--- src/rtl/core/lru_page_replacement_defines.svh ---
// Assertion macros used by the LRU page replacement RTL.
`ifndef LRU_PAGE_REPLACEMENT_DEFINES_SVH
`define LRU_PAGE_REPLACEMENT_DEFINES_SVH
`ifndef SYNTHESIS
`define LPR_ASSERT(lbl, clk, rst_n, prop, msg) \
  lbl: assert property (@(posedge clk) disable iff (!rst_n) prop) else $error(msg);
`define LPR_ASSERT_ALWAYS(lbl, clk, prop, msg) \
  lbl: assert property (@(posedge clk) prop) else $error(msg);
`else
`define LPR_ASSERT(lbl, clk, rst_n, prop, msg)
`define LPR_ASSERT_ALWAYS(lbl, clk, prop, msg)
`endif
`endif

--- src/rtl/core/lpr_pkg.sv ---
// Payload types and fixed field widths of the LRU page replacement block.
`timescale 1ns / 1ps
`default_nettype none
package lpr_pkg;

  localparam int CFG_W   = 5;
  localparam int PAGE_W  = 16;
  localparam int SLOT_W  = 4;
  localparam int TOTAL_W = 32;

  localparam logic [CFG_W-1:0] FRAMES_IN_USE_RESET = 5'd16;

  typedef struct packed {
    logic [PAGE_W-1:0] page;
    logic              start_new;
  } lpr_req_t;

  typedef struct packed {
    logic               was_hit;
    logic [SLOT_W-1:0]  frame_slot;
    logic [PAGE_W-1:0]  evicted_page;
    logic               evicted_valid;
    logic [TOTAL_W-1:0] hit_total;
    logic [TOTAL_W-1:0] fault_total;
  } lpr_rsp_t;

endpackage
`default_nettype wire

--- src/rtl/core/lru_page_replacement.sv ---
// Top level of the LRU page replacement engine: sequencer, frame walk and totals.
`timescale 1ns / 1ps
`default_nettype none
`include "lru_page_replacement_defines.svh"
// Usage:
//   A request beat is taken at a clock edge with start high and busy low; req_i
//   carries the page number and start_new, which clears the frame valid bits and the
//   hit and fault totals before the request is handled.
//   The result beat is on rsp_o, marked by done_o, which is high for exactly one
//   cycle. There is no backpressure: the receiver must take it in that cycle.
//   cfg_we_i writes frames_in_use from cfg_wdata_i; write only while busy is low
//   and no result is pending.
// Sequencing:
//   With n active frames (frames_in_use clamped to 1..FRAMES) a request is
//   handled in a search walk, a decide step and an aging walk, and the next
//   request can be accepted in the cycle the result is shown. The frame store
//   has a single read port, so it is walked once to search for a hit and the
//   oldest frame and once more to age the recency ranks.
// Reset:
//   Reset clears the valid bits, the fill count and both totals and sets
//   frames_in_use to 16; page and rank storage is not cleared.
module lru_page_replacement #(
  parameter int FRAMES     = 16,
  parameter int PAGE_BITS  = 16,
  parameter int COUNT_BITS = 32
) (
  input  logic                       clk_i,
  input  logic                       rst_ni,
  input  logic                       start,
  output logic                       busy,
  input  lpr_pkg::lpr_req_t          req_i,
  input  logic                       cfg_we_i,
  input  logic [lpr_pkg::CFG_W-1:0]  cfg_wdata_i,
  output logic                       done_o,
  output lpr_pkg::lpr_rsp_t          rsp_o
);
  import lpr_pkg::*;

  localparam int SW  = (FRAMES > 1) ? $clog2(FRAMES) : 1;
  localparam int NW  = $clog2(FRAMES + 1);
  localparam int MW  = (NW > CFG_W) ? NW : CFG_W;
  localparam int PW  = (PAGE_BITS > PAGE_W) ? PAGE_BITS : PAGE_W;
  localparam int CW  = (COUNT_BITS > TOTAL_W) ? COUNT_BITS : TOTAL_W;
  localparam int SLW = (SW > SLOT_W) ? SW : SLOT_W;

  localparam logic [1:0] ST_IDLE   = 2'd0;
  localparam logic [1:0] ST_SEARCH = 2'd1;
  localparam logic [1:0] ST_DECIDE = 2'd2;
  localparam logic [1:0] ST_AGE    = 2'd3;

  localparam logic [SW-1:0] RANK_MAX = SW'(FRAMES - 1);

  // Control state.
  logic [1:0]            state_q, state_d;
  logic [CFG_W-1:0]      fiu_q, fiu_d;
  logic [NW-1:0]         iss_q, iss_d;
  logic                  ev_vld_q, ev_vld_d;
  logic                  ev_fv_q, ev_fv_d;
  logic [FRAMES-1:0]     valid_q, valid_d;
  logic [NW-1:0]         filled_q, filled_d;
  logic [COUNT_BITS-1:0] hits_q, hits_d;
  logic [COUNT_BITS-1:0] faults_q, faults_d;
  logic                  hit_q, hit_d;
  logic                  lru_q, lru_d;
  logic                  nolim_q, nolim_d;
  logic                  evict_q, evict_d;
  logic                  done_q, done_d;

  // Payload state.
  logic [NW-1:0]         n_q, n_d;
  logic [PAGE_BITS-1:0]  page_q, page_d;
  logic [SW-1:0]         ev_idx_q, ev_idx_d;
  logic [SW-1:0]         hit_slot_q, hit_slot_d;
  logic [SW-1:0]         hit_rank_q, hit_rank_d;
  logic [SW-1:0]         lru_slot_q, lru_slot_d;
  logic [SW-1:0]         lru_rank_q, lru_rank_d;
  logic [PAGE_BITS-1:0]  lru_page_q, lru_page_d;
  logic [SW-1:0]         slot_q, slot_d;
  logic [SW-1:0]         limit_q, limit_d;
  lpr_rsp_t              rsp_q, rsp_d;

  // Store interface.
  logic [PAGE_BITS-1:0]  rd_page;
  logic [SW-1:0]         rd_rank;
  logic [SW-1:0]         wr_addr;
  logic                  wr_page_en;
  logic                  wr_rank_en;
  logic [SW-1:0]         wr_rank;

  // Helpers.
  logic                  accept;
  logic                  issue;
  logic [MW-1:0]         cfg_wide;
  logic [MW-1:0]         n_act;
  logic [PW-1:0]         page_in_wide;
  logic [PW-1:0]         evict_wide;
  logic [SLW-1:0]        slot_wide;
  logic [CW-1:0]         hits_wide;
  logic [CW-1:0]         faults_wide;
  logic                  page_match;

  assign busy   = (state_q != ST_IDLE);
  assign accept = start && !busy;
  assign issue  = (iss_q < n_q);

  assign cfg_wide     = MW'(fiu_q);
  assign page_in_wide = PW'(req_i.page);
  assign page_match   = ev_fv_q && (rd_page == page_q);

  always_comb begin
    if (cfg_wide == '0) begin
      n_act = MW'(1);
    end else if (cfg_wide > MW'(FRAMES)) begin
      n_act = MW'(FRAMES);
    end else begin
      n_act = cfg_wide;
    end
  end

  lpr_frame_store #(
    .FRAMES    (FRAMES),
    .PAGE_BITS (PAGE_BITS)
  ) u_store (
    .clk_i        (clk_i),
    .rd_addr_i    (iss_q[SW-1:0]),
    .rd_page_o    (rd_page),
    .rd_rank_o    (rd_rank),
    .wr_addr_i    (wr_addr),
    .wr_page_en_i (wr_page_en),
    .wr_page_i    (page_q),
    .wr_rank_en_i (wr_rank_en),
    .wr_rank_i    (wr_rank)
  );

  always_comb begin
    state_d    = state_q;
    fiu_d      = cfg_we_i ? cfg_wdata_i : fiu_q;
    iss_d      = iss_q;
    ev_vld_d   = 1'b0;
    ev_fv_d    = 1'b0;
    ev_idx_d   = iss_q[SW-1:0];
    valid_d    = valid_q;
    filled_d   = filled_q;
    hits_d     = hits_q;
    faults_d   = faults_q;
    hit_d      = hit_q;
    lru_d      = lru_q;
    nolim_d    = nolim_q;
    evict_d    = evict_q;
    done_d     = 1'b0;
    n_d        = n_q;
    page_d     = page_q;
    hit_slot_d = hit_slot_q;
    hit_rank_d = hit_rank_q;
    lru_slot_d = lru_slot_q;
    lru_rank_d = lru_rank_q;
    lru_page_d = lru_page_q;
    slot_d     = slot_q;
    limit_d    = limit_q;
    rsp_d      = rsp_q;
    wr_addr    = ev_idx_q;
    wr_page_en = 1'b0;
    wr_rank_en = 1'b0;
    wr_rank    = '0;

    unique case (state_q)
      ST_IDLE: begin
        if (accept) begin
          page_d = page_in_wide[PAGE_BITS-1:0];
          n_d    = n_act[NW-1:0];
          iss_d  = '0;
          hit_d  = 1'b0;
          lru_d  = 1'b0;
          if (req_i.start_new) begin
            valid_d  = '0;
            filled_d = '0;
            hits_d   = '0;
            faults_d = '0;
          end
          state_d = ST_SEARCH;
        end
      end

      ST_SEARCH: begin
        if (issue) begin
          iss_d    = iss_q + 1'b1;
          ev_vld_d = 1'b1;
          ev_fv_d  = valid_q[iss_q[SW-1:0]];
        end
        // One frame per beat through the compare unit: the first match wins,
        // and the oldest rank is kept with ties going to the lower index.
        if (ev_vld_q) begin
          if (page_match && !hit_q) begin
            hit_d      = 1'b1;
            hit_slot_d = ev_idx_q;
            hit_rank_d = rd_rank;
          end
          if (ev_fv_q && (!lru_q || (rd_rank > lru_rank_q))) begin
            lru_d      = 1'b1;
            lru_slot_d = ev_idx_q;
            lru_rank_d = rd_rank;
            lru_page_d = rd_page;
          end
        end
        if (!issue) begin
          state_d = ST_DECIDE;
        end
      end

      ST_DECIDE: begin
        evict_d = 1'b0;
        nolim_d = 1'b0;
        if (hit_q) begin
          slot_d  = hit_slot_q;
          limit_d = hit_rank_q;
          hits_d  = (hits_q == '1) ? hits_q : hits_q + 1'b1;
        end else begin
          if (filled_q < n_q) begin
            slot_d   = filled_q[SW-1:0];
            filled_d = filled_q + 1'b1;
            nolim_d  = 1'b1;
          end else if (lru_q) begin
            slot_d  = lru_slot_q;
            limit_d = lru_rank_q;
            evict_d = 1'b1;
          end else begin
            // Full table with no valid active frame: reuse frame zero.
            slot_d  = '0;
            nolim_d = 1'b1;
          end
          wr_addr          = slot_d;
          wr_page_en       = 1'b1;
          valid_d[slot_d]  = 1'b1;
          faults_d         = (faults_q == '1) ? faults_q : faults_q + 1'b1;
        end
        iss_d   = '0;
        state_d = ST_AGE;
      end

      ST_AGE: begin
        if (issue) begin
          iss_d    = iss_q + 1'b1;
          ev_vld_d = 1'b1;
          ev_fv_d  = valid_q[iss_q[SW-1:0]];
        end
        if (ev_vld_q) begin
          if (ev_idx_q == slot_q) begin
            wr_rank_en = 1'b1;
            wr_rank    = '0;
          end else if (ev_fv_q && (nolim_q || (rd_rank < limit_q)) &&
                       (rd_rank < RANK_MAX)) begin
            wr_rank_en = 1'b1;
            wr_rank    = rd_rank + 1'b1;
          end
        end
        if (!issue) begin
          rsp_d.was_hit       = hit_q;
          rsp_d.frame_slot    = slot_wide[SLOT_W-1:0];
          rsp_d.evicted_page  = evict_q ? evict_wide[PAGE_W-1:0] : '0;
          rsp_d.evicted_valid = evict_q;
          rsp_d.hit_total     = hits_wide[TOTAL_W-1:0];
          rsp_d.fault_total   = faults_wide[TOTAL_W-1:0];
          done_d              = 1'b1;
          state_d             = ST_IDLE;
        end
      end

      default: begin
        state_d = ST_IDLE;
      end
    endcase
  end

  assign evict_wide  = PW'(lru_page_q);
  assign slot_wide   = SLW'(slot_q);
  assign hits_wide   = CW'(hits_q);
  assign faults_wide = CW'(faults_q);

  always_ff @(posedge clk_i or negedge rst_ni) begin
    if (!rst_ni) begin
      state_q  <= ST_IDLE;
      fiu_q    <= FRAMES_IN_USE_RESET;
      iss_q    <= '0;
      ev_vld_q <= 1'b0;
      ev_fv_q  <= 1'b0;
      valid_q  <= '0;
      filled_q <= '0;
      hits_q   <= '0;
      faults_q <= '0;
      hit_q    <= 1'b0;
      lru_q    <= 1'b0;
      nolim_q  <= 1'b0;
      evict_q  <= 1'b0;
      done_q   <= 1'b0;
    end else begin
      state_q  <= state_d;
      fiu_q    <= fiu_d;
      iss_q    <= iss_d;
      ev_vld_q <= ev_vld_d;
      ev_fv_q  <= ev_fv_d;
      valid_q  <= valid_d;
      filled_q <= filled_d;
      hits_q   <= hits_d;
      faults_q <= faults_d;
      hit_q    <= hit_d;
      lru_q    <= lru_d;
      nolim_q  <= nolim_d;
      evict_q  <= evict_d;
      done_q   <= done_d;
    end
  end

  always_ff @(posedge clk_i) begin
    n_q        <= n_d;
    page_q     <= page_d;
    ev_idx_q   <= ev_idx_d;
    hit_slot_q <= hit_slot_d;
    hit_rank_q <= hit_rank_d;
    lru_slot_q <= lru_slot_d;
    lru_rank_q <= lru_rank_d;
    lru_page_q <= lru_page_d;
    slot_q     <= slot_d;
    limit_q    <= limit_d;
    rsp_q      <= rsp_d;
  end

  assign done_o = done_q;
  assign rsp_o  = rsp_q;

  `LPR_ASSERT(a_done_after_age, clk_i, rst_ni, done_q |-> $past(state_q == ST_AGE), "result beat without an aging pass")
  `LPR_ASSERT(a_hit_no_evict, clk_i, rst_ni, done_q |-> !(rsp_q.was_hit && rsp_q.evicted_valid), "hit reported with an eviction")
  `LPR_ASSERT(a_busy_after_accept, clk_i, rst_ni, accept |=> (busy && !done_q), "accepted request did not raise busy")
  `LPR_ASSERT(a_fill_bound, clk_i, rst_ni, filled_q <= NW'(FRAMES), "fill count beyond frame count")
  `LPR_ASSERT_ALWAYS(a_no_done_in_reset, clk_i, !rst_ni |=> !done_o, "result beat during reset")

endmodule
`default_nettype wire

--- src/rtl/core/lpr_frame_store.sv ---
// Frame table storage: resident page and recency rank per frame, one read port.
`timescale 1ns / 1ps
`default_nettype none
module lpr_frame_store #(
  parameter int FRAMES    = 16,
  parameter int PAGE_BITS = 16,
  localparam int SW       = (FRAMES > 1) ? $clog2(FRAMES) : 1
) (
  input  logic                 clk_i,
  input  logic [SW-1:0]        rd_addr_i,
  output logic [PAGE_BITS-1:0] rd_page_o,
  output logic [SW-1:0]        rd_rank_o,
  input  logic [SW-1:0]        wr_addr_i,
  input  logic                 wr_page_en_i,
  input  logic [PAGE_BITS-1:0] wr_page_i,
  input  logic                 wr_rank_en_i,
  input  logic [SW-1:0]        wr_rank_i
);

  logic [PAGE_BITS-1:0] page_mem [FRAMES];
  logic [SW-1:0]        rank_mem [FRAMES];

  always_ff @(posedge clk_i) begin
    if (wr_page_en_i) begin
      page_mem[wr_addr_i] <= wr_page_i;
    end
    if (wr_rank_en_i) begin
      rank_mem[wr_addr_i] <= wr_rank_i;
    end
    rd_page_o <= page_mem[rd_addr_i];
    rd_rank_o <= rank_mem[rd_addr_i];
  end

endmodule
`default_nettype wire
--- config.mk ---
export PLATFORM = sky130hd
export DESIGN_NAME = lru_page_replacement
export DESIGN_NICKNAME = d
export VERILOG_FILES = /design/src/rtl/core/lpr_pkg.sv /design/src/rtl/core/lru_page_replacement.sv /design/src/rtl/core/lpr_frame_store.sv
export VERILOG_INCLUDE_DIRS = /design/src /design/src/rtl/core
export SDC_FILE = /design/constraint.sdc
export NUM_CORES = 1
export LEC_CHECK = 0
export BUFFER_PORTS_ARGS = -buffer_cell sky130_fd_sc_hd__buf_2
export CORE_MARGIN = 10
export CORE_UTILIZATION = 65
export CTS_CLUSTER_DIAMETER = 30
export DETAILED_ROUTE_END_ITERATION = 8
export PLACE_DENSITY = 0.82
export SETUP_SLACK_MARGIN = 0.05
export SYNTH_ARGS = -nofsm -noshare
export SYNTH_HDL_FRONTEND = slang
export SYNTH_SLANG_ARGS = --single-unit
export TNS_END_PERCENT = 10
--- constraint.sdc ---
create_clock -name clk_i -period 15.68 [get_ports clk_i]
set_clock_uncertainty 0.05 [all_clocks]
set_input_delay 3.136 -clock clk_i [delete_from_list [all_inputs] [get_ports clk_i]]
set_output_delay 3.136 -clock clk_i [all_outputs]
set_load 0.02 [all_outputs]
==> results <==
- The clock period minus final worst setup slack is 5030 ps.
- The full die area is 45500 um2.
- Counting tap cells, the placed design contains a total of 2044 instances.
- The final cell count without fillers is 2227.
- Traced cell by cell, the critical path runs through inv_1 > ha_1 > inv_1 > buf_2.
- The number of global-route vias before repair was 15100.
- The proportion of layout cells with a drive suffix above 1 is 26.2%.
- Entering global routing, the biggest net connects 88 pins.
- The number of primary I/O pins is 114.
- For this design, the slowest cell found on the critical path is sky130_fd_sc_hd__dfrtp_1.
- The static leakage power is 10.2 nW.
- The critical path starts at state_q[0].
- The fraction of registers with async set or reset after synthesis is 17.5%.
- The total setup buffers inserted after CTS is 0.
- The required time at the endpoint of the critical path is 12490 ps.
- The area growth from synthesis to layout is 18.9%.
- Setup repair after global routing left no endpoint under its margin.
- The run finished with clean final reports.
- The tree is rooted in a sky130_fd_sc_hd__clkbuf_16.
- The number of slew-limit violations in the final report came to 0.
- The final route contains 15200 vias.
- The number of instances in the synthesized netlist is 1491.
- The post-detailed-route via-to-cell ratio is 6.82.
- The beginning of the worst hold path is u_store.rd_page_o[2].
- The dominant synthesized flop cell is sky130_fd_sc_hd__edfxtp_1.
- Max-cap violations in this run came to 0.
- The top cell type by area accounts for 57.8% of the synthesized area.
- Data on the critical path arrives at its endpoint at 1840 ps.
- The clock reaches the later pin of the worst-skew pair after 640 ps.
- The number of optimization iterations in the first detailed-route pass is 7.
- From bottom edge to top edge, the die measures 213 um.
- Yosys mapped a number of flops with a built-in enable equal to 467.
- The clock tree synthesis step divided the H-tree into 3 levels.
- The category of the worst setup path launch point is a register.
- Synthesis instantiated 76 different standard cells from the library.
- In this run, the number of DRC markers left after iteration 0 of detailed routing was 2060.
- The biggest fanout along the worst timing path is 8.
- Buffers placed on the I/O ports in this run total 113.
- In the final layout, the multi-input gates occupy 6820 um2.
- Headroom to the max-slew limit came out at 20.7%.
- The synthesized netlist net count is 1543.
- The detailed-route DRC error count is 0.
- The number of fill cells is 1724.
- In this run the mean area of a mapped cell was 16.3 um2.
- The worst supply voltage drop on vdd is 0.143 mV.
- The final weighted congestion in routability-driven placement is 0.900.
- The total area inside the core boundary comes to 36700 um2.
- The clock passes through at most 3 buffers.
- At the end of the flow, the number of nets in the layout was 1727.
- The clock tree from TritonCTS is done.
- The sequential cells in the finished layout cover a total of 17100 um2.
- In this run the worst hold path is classified as reg -> reg.
- The hold violation count in the final report is 0.
- The initial antenna violation count is 1.
- For this design, the CTS-stage hold fixing added 0 buffers.
- The number of routed nets with antenna violations is 0.
- Buffers inserted during clock tree synthesis total 97.
- Sequential cells were found to cover 70.5% of the synthesized design area.
- Detailed placement finished with a half-perimeter wire length of 32700 um.
- The wire length per cell is 27.5 um.
- The worst setup path is captured at a primary output.
- The maximum cell stage delay along the critical path is 410 ps.
- The x dimension of the die is 213 um.
- The clock transition at the registers of the reported paths is 60 ps.
- Summed over all instances, the cell type with the most area after synthesis is sky130_fd_sc_hd__edfxtp_1.
- Dividing total power by cell area gives a power density of 176 nW/um2.
- The critical path in this run is classified as reg -> out.
- The initialized floorplan defines 70 standard-cell rows.
- The clock net in this run drives a total of 595 sinks.
- The critical register-to-register path startpoint is state_q[0].
- The global route total overflow is 0.
- The most frequent cell on the critical path is sky130_fd_sc_hd__inv_1.
- For the pin with the worst max-slew slack, the measured transition is 1190 ps.
- During synthesis, Yosys emitted a total of 0 warnings.
- Once the clock tree was built, the resizer swapped 0 gates to a different size.
- By area the synthesized netlist is led by sky130_fd_sc_hd__edfxtp_1 (58%), sky130_fd_sc_hd__dfrtp_1 (11%), sky130_fd_sc_hd__mux4_2 (9.7%).
- For the final routed database, the setup TNS stands at 0 ps.
- The global routing usage summed across all routing layers is 27.2%.
- The share of the clock period used by the worst path is 32.1%.
- The initial core utilization is 66.1%.
- The number of register bits inferred by synthesis is 595.
- Wires add up to 61300 um.
- The global-route wire length before repair is 92500 um.
- In this run the cell area of the synthesized design comes to 24300 um2.
- Derived from the worst setup path, the maximum achievable clock frequency is 0.199 GHz.
- Setup violations remaining at the end of the flow were counted as 0.
==> cell usage after synthesis (10+ instances only) <==
cell                       instances
sky130_fd_sc_hd__edfxtp_1        467
sky130_fd_sc_hd__mux4_2          105
sky130_fd_sc_hd__dfrtp_1         103
sky130_fd_sc_hd__nand2_1          97
sky130_fd_sc_hd__o21ai_0          63
sky130_fd_sc_hd__nor2_1           56
sky130_fd_sc_hd__a21oi_1          51
sky130_fd_sc_hd__nand3_1          49
sky130_fd_sc_hd__nor3_1           41
sky130_fd_sc_hd__clkbuf_1         40
sky130_fd_sc_hd__or3_1            34
sky130_fd_sc_hd__inv_1            32
sky130_fd_sc_hd__and2_1           31
sky130_fd_sc_hd__o31ai_1          30
sky130_fd_sc_hd__ha_1             26
sky130_fd_sc_hd__dfxtp_1          24
sky130_fd_sc_hd__xnor2_1          15
sky130_fd_sc_hd__a211oi_1         13
sky130_fd_sc_hd__nand4_1          13
sky130_fd_sc_hd__xor2_1           13
sky130_fd_sc_hd__and3_1           12
sky130_fd_sc_hd__or4_1            12
sky130_fd_sc_hd__buf_2            10
sky130_fd_sc_hd__mux2i_1          10
==> sequential cells by signal (all words and copies together) (netlist names), 5 cells and up <==
| signal | cells |
|---|---|
| u_store.page_mem | 256 |
| rsp_o | 86 |
| u_store.rank_mem | 64 |
| faults_q | 32 |
| hits_q | 32 |
| evict_wide | 16 |
| page_q | 16 |
| u_store.rd_page_o | 16 |
| valid_q | 16 |
| cfg_wide | 5 |
| filled_q | 5 |
| iss_q | 5 |
| n_q | 5 |
==> power breakdown <==
part | leakage (nW) | switching [mW] | internal [mW] | total (mW)
clock network | 1.63 | 0.800 | 1.40 | 2.20
logic | 2.75 | 0.520 | 0.337 | 0.857
registers | 5.85 | 0.156 | 1.86 | 2.02
total | 10.2 | 1.48 | 3.60 | 5.07
==> logic make-up after synthesis <==
kind of cell / after synthesis / share of synthesized area [%]
AND/OR/NAND/NOR: 404 / 8.90
XOR/XNOR: 28 / 1.01
flip-flops: 595 / 70.5
multiplexers: 124 / 10.6
adder cells (fa/ha/maj): 26 / 1.34
AO/OA/AOI/OAI: 223 / 6.13
buffers and inverters: 91 / 1.57
==> per-stage QoR <==
step / hold WS (ps) / area [um2] / setup WS, ps / util, % / total power, mW
2_1_floorplan: 318 / 24300 / 10110 / - / 2.59
3_5_place_dp: 387 / 25400 / 10340 / 69.3 / 2.85
4_1_cts: 412 / 28900 / 10650 / 78.6 / 5.08
5_1_grt: 425 / 28900 / 10560 / 78.6 / 5.22
3_3_place_gp: 391 / 25400 / 10410 / 69.3 / 2.81
6_report: 414 / 28900 / 10650 / 78.6 / 5.07
==> critical path, delay by kind of cell (launching register included) <==
kind                     cells  cell delay [ps]
flip-flops                   1              410
adder cells (fa/ha/maj)      1              290
buffers and inverters        3              520
==> routing by layer <==
metal  GRT usage [%]  vias up  routed length [um]
met5               0        -                   0
met4            12.1        0                2420
met2            44.5     1034               30500
li1                -     6344                   -
met1            34.6     7622               22400
met3            5.76      189                5970
==> final timing paths <==
| path | end | slack, ps | depth (start not counted) |
|---|---|---|---|
| worst max register to register | u_store.rank_mem[9][3] | 11720 | 9 |
| worst min register to register | evict_wide[2] | 410 | 0 |
| max in group asynchronous | iss_q[1] | 11840 | 2 |
| worst max-delay path | busy | 10650 | 4 |
| worst min-delay path | evict_wide[2] | 410 | 0 |
| min in group asynchronous | faults_q[29] | 2500 | 1 |
==> cell type report <==
type,count,share of cell area (%)
tap,468,2.03
clock buffer,117,9.00
multi-input combinational,805,23.6
inverter,32,0.416
sequential,595,59.3
antenna,1,0.00867
timing repair buffer,144,2.77
clock inverter,65,2.83
==> cells in the final DEF, fill, tap and decap left out, drive strengths merged, types with 10 or more instances in the layout <==
cell type	count
edfxtp	467
buf	144
clkbuf	117
mux4	105
dfrtp	103
nand2	97
o21ai	68
nor2	56
a21oi	53
nand3	50
inv	50
nor3	41
or3	34
and2	31
o31ai	31
ha	26
dfxtp	24
clkinv	24
xnor2	15
nand4	15
or4	15
a211oi	13
xor2	13
nor4	13
and3	12
bufinv	12
clkinvlp	11
mux2i	10
Power figures use the tool's default switching activity.
